$ cat src/hdl/gbp_pkg.sv
// shared types, screen geometry and the 5x7 font rom for the glyph blitter
// used by every module of glyph_blit_page_framebuffer; depends on nothing
package gbp_pkg;

    // screen geometry
    localparam int SCREEN_WIDTH  = 128;
    localparam int SCREEN_HEIGHT = 64;
    localparam int PAGE_COUNT    = (SCREEN_HEIGHT + 7) / 8;
    localparam int STORE_BYTES   = PAGE_COUNT * SCREEN_WIDTH;
    localparam int ADDR_W        = $clog2(STORE_BYTES);

    // command queue between front and engine
    localparam int CMD_DEPTH = 2;
    localparam int CMD_PTR_W = $clog2(CMD_DEPTH);
    localparam int CMD_CNT_W = $clog2(CMD_DEPTH + 1);

    // character codes
    localparam logic [7:0] FIRST_CODE    = 8'd32;
    localparam logic [7:0] LAST_CODE     = 8'd126;
    localparam logic [7:0] FALLBACK_CODE = 8'd63;

    // input mode codes
    localparam logic [1:0] MODE_DRAW  = 2'd0;
    localparam logic [1:0] MODE_READ  = 2'd1;
    localparam logic [1:0] MODE_CLEAR = 2'd2;

    // classified operation
    typedef enum logic [1:0] {
        OP_DRAW,
        OP_READ,
        OP_CLEAR,
        OP_ZERO
    } op_t;

    // one queued command; glyph holds column 0 in the top byte
    typedef struct packed {
        op_t               op;
        logic [39:0]       glyph;
        logic [7:0]        pos_x;
        logic [6:0]        pos_y;
        logic [ADDR_W-1:0] addr;
    } cmd_t;

    // engine status seen by the front
    typedef struct packed {
        logic init_busy;
    } eng_status_t;

    // five glyph columns, column 0 in bits 39:32, bit 0 of each byte is the top row
    function automatic logic [39:0] glyph_bits(input logic [6:0] idx);
        logic [39:0] g;
        case (idx)
            7'd0:  g = 40'h0000000000;
            7'd1:  g = 40'h00005F0000;
            7'd2:  g = 40'h0007000700;
            7'd3:  g = 40'h147F147F14;
            7'd4:  g = 40'h242A7F2A12;
            7'd5:  g = 40'h2313086462;
            7'd6:  g = 40'h3649552250;
            7'd7:  g = 40'h0005030000;
            7'd8:  g = 40'h001C224100;
            7'd9:  g = 40'h0041221C00;
            7'd10: g = 40'h14083E0814;
            7'd11: g = 40'h08083E0808;
            7'd12: g = 40'h0050300000;
            7'd13: g = 40'h0808080808;
            7'd14: g = 40'h0060600000;
            7'd15: g = 40'h2010080402;
            7'd16: g = 40'h3E5149453E;
            7'd17: g = 40'h00427F4000;
            7'd18: g = 40'h6251494946;
            7'd19: g = 40'h2249494936;
            7'd20: g = 40'h1814127F10;
            7'd21: g = 40'h2F49494931;
            7'd22: g = 40'h3E49494932;
            7'd23: g = 40'h0171090503;
            7'd24: g = 40'h3649494936;
            7'd25: g = 40'h264949493E;
            7'd26: g = 40'h0036360000;
            7'd27: g = 40'h0056360000;
            7'd28: g = 40'h0814224100;
            7'd29: g = 40'h1414141414;
            7'd30: g = 40'h0041221408;
            7'd31: g = 40'h0201590906;
            7'd32: g = 40'h3E415D551E;
            7'd33: g = 40'h7E1111117E;
            7'd34: g = 40'h7F49494936;
            7'd35: g = 40'h3E41414122;
            7'd36: g = 40'h7F4141221C;
            7'd37: g = 40'h7F49494941;
            7'd38: g = 40'h7F09090901;
            7'd39: g = 40'h3E4149497A;
            7'd40: g = 40'h7F0808087F;
            7'd41: g = 40'h00417F4100;
            7'd42: g = 40'h2040413F01;
            7'd43: g = 40'h7F08142241;
            7'd44: g = 40'h7F40404040;
            7'd45: g = 40'h7F020C027F;
            7'd46: g = 40'h7F0408107F;
            7'd47: g = 40'h3E4141413E;
            7'd48: g = 40'h7F09090906;
            7'd49: g = 40'h3E4151215E;
            7'd50: g = 40'h7F09192946;
            7'd51: g = 40'h4649494931;
            7'd52: g = 40'h01017F0101;
            7'd53: g = 40'h3F4040403F;
            7'd54: g = 40'h1F2040201F;
            7'd55: g = 40'h3F4038403F;
            7'd56: g = 40'h6314081463;
            7'd57: g = 40'h0708700807;
            7'd58: g = 40'h6151494543;
            7'd59: g = 40'h007F414100;
            7'd60: g = 40'h0204081020;
            7'd61: g = 40'h0041417F00;
            7'd62: g = 40'h0402010204;
            7'd63: g = 40'h4040404040;
            7'd64: g = 40'h0003050000;
            7'd65: g = 40'h2054545478;
            7'd66: g = 40'h7F48444438;
            7'd67: g = 40'h3844444420;
            7'd68: g = 40'h384444487F;
            7'd69: g = 40'h3854545418;
            7'd70: g = 40'h087E090102;
            7'd71: g = 40'h0C5252523E;
            7'd72: g = 40'h7F08040478;
            7'd73: g = 40'h00447D4000;
            7'd74: g = 40'h2040443D00;
            7'd75: g = 40'h7F10284400;
            7'd76: g = 40'h00417F4000;
            7'd77: g = 40'h7C04180478;
            7'd78: g = 40'h7C08040478;
            7'd79: g = 40'h3844444438;
            7'd80: g = 40'h7C14141408;
            7'd81: g = 40'h081414147C;
            7'd82: g = 40'h7C08040408;
            7'd83: g = 40'h4854545420;
            7'd84: g = 40'h043F444020;
            7'd85: g = 40'h3C4040207C;
            7'd86: g = 40'h1C2040201C;
            7'd87: g = 40'h3C4030403C;
            7'd88: g = 40'h4428102844;
            7'd89: g = 40'h0C5050503C;
            7'd90: g = 40'h4464544C44;
            7'd91: g = 40'h0008364100;
            7'd92: g = 40'h00007F0000;
            7'd93: g = 40'h0041360800;
            7'd94: g = 40'h0804081008;
            default: g = 40'h0000000000;
        endcase
        return g;
    endfunction

endpackage

$ cat src/hdl/gbp_cmd_fifo.sv
// short command queue between the front end and the engine
// depends on gbp_pkg
module gbp_cmd_fifo (
    input  logic          clk,
    input  logic          rst_n,
    input  logic          wr_en,
    input  gbp_pkg::cmd_t wr_cmd,
    output logic          q_full,
    input  logic          rd_en,
    output gbp_pkg::cmd_t rd_cmd,
    output logic          q_empty
);

    gbp_pkg::cmd_t                    slot_reg [gbp_pkg::CMD_DEPTH];
    logic [gbp_pkg::CMD_PTR_W-1:0]    wr_ptr_reg, wr_ptr_next;
    logic [gbp_pkg::CMD_PTR_W-1:0]    rd_ptr_reg, rd_ptr_next;
    logic [gbp_pkg::CMD_CNT_W-1:0]    count_reg, count_next;
    logic                             do_wr, do_rd;

    assign q_full  = count_reg == gbp_pkg::CMD_CNT_W'(gbp_pkg::CMD_DEPTH);
    assign q_empty = count_reg == '0;
    assign rd_cmd  = slot_reg[rd_ptr_reg];
    assign do_wr   = wr_en && !q_full;
    assign do_rd   = rd_en && !q_empty;

    // pointer and count update
    always_comb
    begin
        wr_ptr_next = wr_ptr_reg;
        rd_ptr_next = rd_ptr_reg;
        count_next  = count_reg;
        if (do_wr)
        begin
            wr_ptr_next = (wr_ptr_reg == gbp_pkg::CMD_PTR_W'(gbp_pkg::CMD_DEPTH - 1))
                        ? '0 : wr_ptr_reg + 1'b1;
        end
        if (do_rd)
        begin
            rd_ptr_next = (rd_ptr_reg == gbp_pkg::CMD_PTR_W'(gbp_pkg::CMD_DEPTH - 1))
                        ? '0 : rd_ptr_reg + 1'b1;
        end
        if (do_wr && !do_rd)
        begin
            count_next = count_reg + 1'b1;
        end
        else if (do_rd && !do_wr)
        begin
            count_next = count_reg - 1'b1;
        end
    end

    // control registers
    always_ff @(posedge clk or negedge rst_n)
    begin
        if (!rst_n)
        begin
            wr_ptr_reg <= '0;
            rd_ptr_reg <= '0;
            count_reg  <= '0;
        end
        else
        begin
            wr_ptr_reg <= wr_ptr_next;
            rd_ptr_reg <= rd_ptr_next;
            count_reg  <= count_next;
        end
    end

    // slot storage
    always_ff @(posedge clk)
    begin
        if (do_wr)
        begin
            slot_reg[wr_ptr_reg] <= wr_cmd;
        end
    end

endmodule

$ cat config.mk
export PLATFORM = sky130hd
export DESIGN_NAME = gbp_cmd_fifo
export DESIGN_NICKNAME = d
export VERILOG_FILES = /design/src/hdl/gbp_pkg.sv /design/src/hdl/gbp_cmd_fifo.sv
export SDC_FILE = /design/constraint.sdc
export NUM_CORES = 1
export LEC_CHECK = 0
export BUFFER_PORTS_ARGS = -buffer_cell sky130_fd_sc_hd__buf_4
export CAP_MARGIN = 30
export CELL_PAD_IN_SITES_DETAIL_PLACEMENT = 2
export CELL_PAD_IN_SITES_GLOBAL_PLACEMENT = 2
export CORE_MARGIN = 4
export CORE_UTILIZATION = 38
export DETAILED_ROUTE_END_ITERATION = 7
export GPL_ROUTABILITY_DRIVEN = 1
export HOLD_SLACK_MARGIN = 0.06
export PLACE_DENSITY_LB_ADDON = 0.15
export REMOVE_ABC_BUFFERS = 1
export SLEW_MARGIN = 20
export SYNTH_ARGS = -nofsm -noshare
export SYNTH_HDL_FRONTEND = slang
export SYNTH_SLANG_ARGS = --single-unit
$ cat constraint.sdc
create_clock -name clk -period 5.15 [get_ports clk]
set_input_delay 1.03 -clock clk [delete_from_list [all_inputs] [get_ports clk]]
set_output_delay 1.03 -clock clk [all_outputs]
set_load 0.01 [all_outputs]
**Word level (Yosys, flattened, before mapping)**

Memories as Yosys holds them, arrays and structs flattened.
Cells that the tools add are included.

- Memories kept: 1
- Output and inout bits: 69
- Bits in writable memories: 134
- Register bits: 4

Memory list:

| memory | depth | width | read ports | clocked after Yosys merged registers in | wr ports | RTL line | source |
|---|---|---|---|---|---|---|---|
| slot_reg | 2 | 67 | 1 | 0 | 1 | gbp_cmd_fifo.sv:14 | `gbp_pkg::cmd_t slot_reg [gbp_pkg::CMD_DEPTH];` |

- Reductions and logical operators: 10
- Mux-type cells: 6
- Add/sub/neg operators: 4
- Equal/unequal tests: 1

Operators with widths:

| cell | count |
|---|---|
| 1-bit logical AND | 4 |
| 1-bit logical NOT | 4 |
| 1-bit two-way mux | 4 |
| 2-bit two-way mux | 2 |
| 1-bit adder, second input constant | 2 |
| 2-bit by 1-bit adder with 2-bit output, second input constant | 1 |
| 2-bit == test, second input constant | 1 |
| 2-bit logical NOT | 1 |
| 2-bit nonzero test | 1 |
| 2-bit by 1-bit subtractor with 2-bit output, second input constant | 1 |

**Depth between registers and ports, before layout**

- Word-level depth: 7
- Mapped depth: 7
- Depth with buffers taken out: 7

**Least setup slack after synthesis**

Ideal clock, no wire load.

- Path type: input to register
- Start: in wr_en
- End: mem slot_reg[0][0] (netlist name) (enable)
- Required time: 4.658 ns
- Slack: 0.739 ns
- Stages on the path: 2
- Data arrival time: 3.919 ns
- Cell sequence: nand2_1 -> nor2_1

- Cells in the longest elaborated chain, start to end: 3

RTL lines:

| item | RTL line | source |
|---|---|---|
| start, declared | gbp_cmd_fifo.sv:6 | `input logic wr_en,` |
| 1-bit logical AND | gbp_cmd_fifo.sv:23 | `assign do_wr = wr_en && !q_full;` |
| 1-bit two-way mux | gbp_cmd_fifo.sv:72 | `if (do_wr)` |
| 1-bit two-way mux (not written as such) | gbp_cmd_fifo.sv:74 | `slot_reg[wr_ptr_reg] <= wr_cmd;` |
| end, declared | gbp_cmd_fifo.sv:14 |  |

No other way between the ends.

==> key figures <==
Worst setup path
  – Critical path peak fanout: 36
  – Max incr delay on CP: between 0.7 and 0.8 ns
  – CP max stage cell: dfrtp_4
  – Startpoint Class: register
  – Crit. End Element: output pin
  – CP Class: register to output pin
  – Cell Chain, Critical Path: buf_16, mux2_2, buf_4
  – Worst EP arrival: 2.02 ns
  – Worst path required time: between 4 and 5 ns
  – Critical path's top delay family: flip-flops
  – Worst Path Buf+Inv: 2

Synthesis
  – Sequential area share after synthesis: 0.805
  – Netlist cell types: 16
  – Ys Warns: 0
  – Yosys reg bits: 138
  – Area leader, netlist: edfxtp_1
  – Syn Area/Cell: roughly 22 µm²
  – Post-synthesis instance area: between 0.005 and 0.006 mm²
  – Ranking of synthesized cells by area: edfxtp_1, mux2_2, mux2_4, dfrtp_1, buf_8
  – Mapped Cells: approximately 230
  – Top-area cell type share of the netlist area: 0.786

Die
  – Core Footprint: about 0.013 mm²
  – Die width: roughly 120 µm
  – Rows: 42
  – Top Ports: between 100 and 150
  – Die Area: 0.0154 mm²
  – Chip height: approximately 120 µm
  – Starting density of the core: 0.387

CTS
  – Clk slew on worst S/H paths: 0.05 ns
  – # hold bufs at CTS: 0
  – Gates resized, CTS repair: 0
  – Clk sinks: 138
  – H-tree Lvls: 4
  – CTS tree: yes
  – Max clock buf depth: 2
  – Post-CTS setup buffer count: 0
  – Clock latency at the later pin of the worst-skew pair: about 0.4 ns
  – CTS root buf: clkbuf_16
  – Total CTS buffers: 17

Final layout
  – P&R area growth vs syn: 36.1%
  – Diodes inserted: 0
  – Commonest non-fill, non-tap cell in the layout: buf_4
  – Max reg flops: 134
  – # fillers: approximately 1200
  – Final instance area: roughly 0.007 mm²
  – Layout Nets: around 460
  – Commonest non-fill, non-tap cells in the layout: buf_4, edfxtp_1, mux2_2
  – Share of post-route cells with drive strength above 1: 0.604

Status
  – Status: completed

Timing
  – Fmax: around 330 MHz
  – Setup ws final: approximately 2.1 ns
  – RSZ-0062 raised after global routing: no
  – Hold Fails Final Rpt: 0
  – Clock skew: 0.0108 ns
  – Setup TNS Final: 0 ns
  – Fin. max-slew vios: 0
  – Slew margin rel.: 0.639
  – Count of final setup violators: 0
  – Post-layout minimum cycle time: 3.05 ns
  – Period utilisation layout: 0.593
  – Worst-margin pin slew: 0.542 ns

Global routing
  – Number of global-route vias before repair: around 2800
  – First-pass GRT wire length: between 15000 and 20000 µm
  – Met2 track demand over resource: 0.240
  – Largest net degree at the start of global routing: 68
  – GRT Util Overall: 0.147
  – GRT Residual Overflow: 0
  – Most Used Layer, Global Route: met2
  – GRT met1 Usage: 0.173
  – GR Layer Usage met3: 0.0559
  – Initial antenna violation count: 0

Route
  – DRT iter0 DRCs: roughly 130
  – Total Wirelength: ~11000 µm
  – Via count: roughly 2600
  – Avg WL per Cell: about 19 µm
  – Pre-antenna DRT Iters: 4
  – Vias per cell: around 4.6
  – DRC violations left: 0
  – ANT nets after route: 0

Pwr
  – Maximum VDD drop: 0.000334 V
  – Pleak: around 2.7 nW
  – Power per standard cell area: between 500 and 600 mW/mm²

Flow run
  – Number of max-cap violations: 0

Place
  – IO Port Bufs: 139
  – Placer Congestion: approximately 0.66
  – Post-DP HPWL: approximately 7200 µm
  – Pre-CTS setup slack: about 2.2 ns
  – DP Area: about 0.0064 mm²

Worst hold path
  – Worst hold path type: input port to asynchronous set/reset pin
## cells in the mapped netlist
cell type,instances
edfxtp_1,134
mux2_2,47
buf_8,2
mux2_4,20
dfrtp_1,4
ha_1,1
xnor2_1,3
nand2_1,1
buf_2,4
xor2_1,2
buf_6,2
nor2_1,3
nand2b_1,1
inv_1,2
o21ai_0,1
and3_1,1
## power by group
group	leakage (nW)	total, W	switching [W]	internal (W)
combinational	1.12	0.00126	0.000569	0.000695
clock	0.271	0.00112	0.000422	0.000697
sequential	1.29	0.00167	0.000131	0.00154
## cell families after synthesis
logic type	after synthesis	synth area share
flops	138	0.805
mux	67	0.162
buf+inv	10	0.0156
simple gates	6	0.00537
xor+xnor	5	0.00855
compound gates	1	0.000976
fa+ha+maj	1	0.00244
## layer usage
| layer | share of wire | up-vias |
|---|---|---|
| met4 | 0.016 | 0 |
| met1 | 0.40 | 1312 |
| met5 | 0 | - |
| met2 | 0.52 | 89 |
| li1 | - | 1213 |
| met3 | 0.058 | 10 |
## final timing paths
path | slack [ns] | endpoint | startpoint | depth (start not counted)
hold / removal | 0.41 | count_reg[1]$_DFFE_PN0P_ | rst_n | 1
min in group clk | 0.53 | count_reg[1]$_DFFE_PN0P_ | count_reg[1]$_DFFE_PN0P_ | 1
setup reg to reg | 3.10 | slot_reg[0][53]$_DFFE_PP_ | count_reg[0]$_DFFE_PN0P_ | 4
hold reg to reg | 0.53 | count_reg[1]$_DFFE_PN0P_ | count_reg[1]$_DFFE_PN0P_ | 1
setup / recovery | 2.10 | rd_cmd[58] | rd_ptr_reg$_DFFE_PN0P_ | 3
max in group asynchronous | 4.62 | rd_ptr_reg$_DFFE_PN0P_ | rst_n | 1
## worst register-to-register path: stages, from the launching register on
cell	delay, ns
dfrtp_1	0.43
nand2b_1	0.20
nand2_1	0.16
nor2_4	0.42
buf_4	0.48
## layout make-up
type,count,area [µm²],area share
repair buffers,144,1140,0.164
clock buffers,19,433,0.0621
multi-input cells,80,931,0.134
inverters,2,7.51,0.00108
clock inverters,13,109,0.0156
well taps,176,220,0.0316
flip-flops and latches,138,4130,0.592
## per-stage QoR
step	instances	total power [W]	util	hold slack (ns)
after floorplan	220	0.00236	-	0.461
after global placement	537	0.00290	0.479	0.510
after CTS	570	0.00410	0.522	0.383
after global routing	572	0.00427	0.526	0.381
after detailed placement	538	0.00297	0.481	0.526
final	572	0.00405	0.526	0.407
Note: power is estimated with default switching activity, not from simulation.
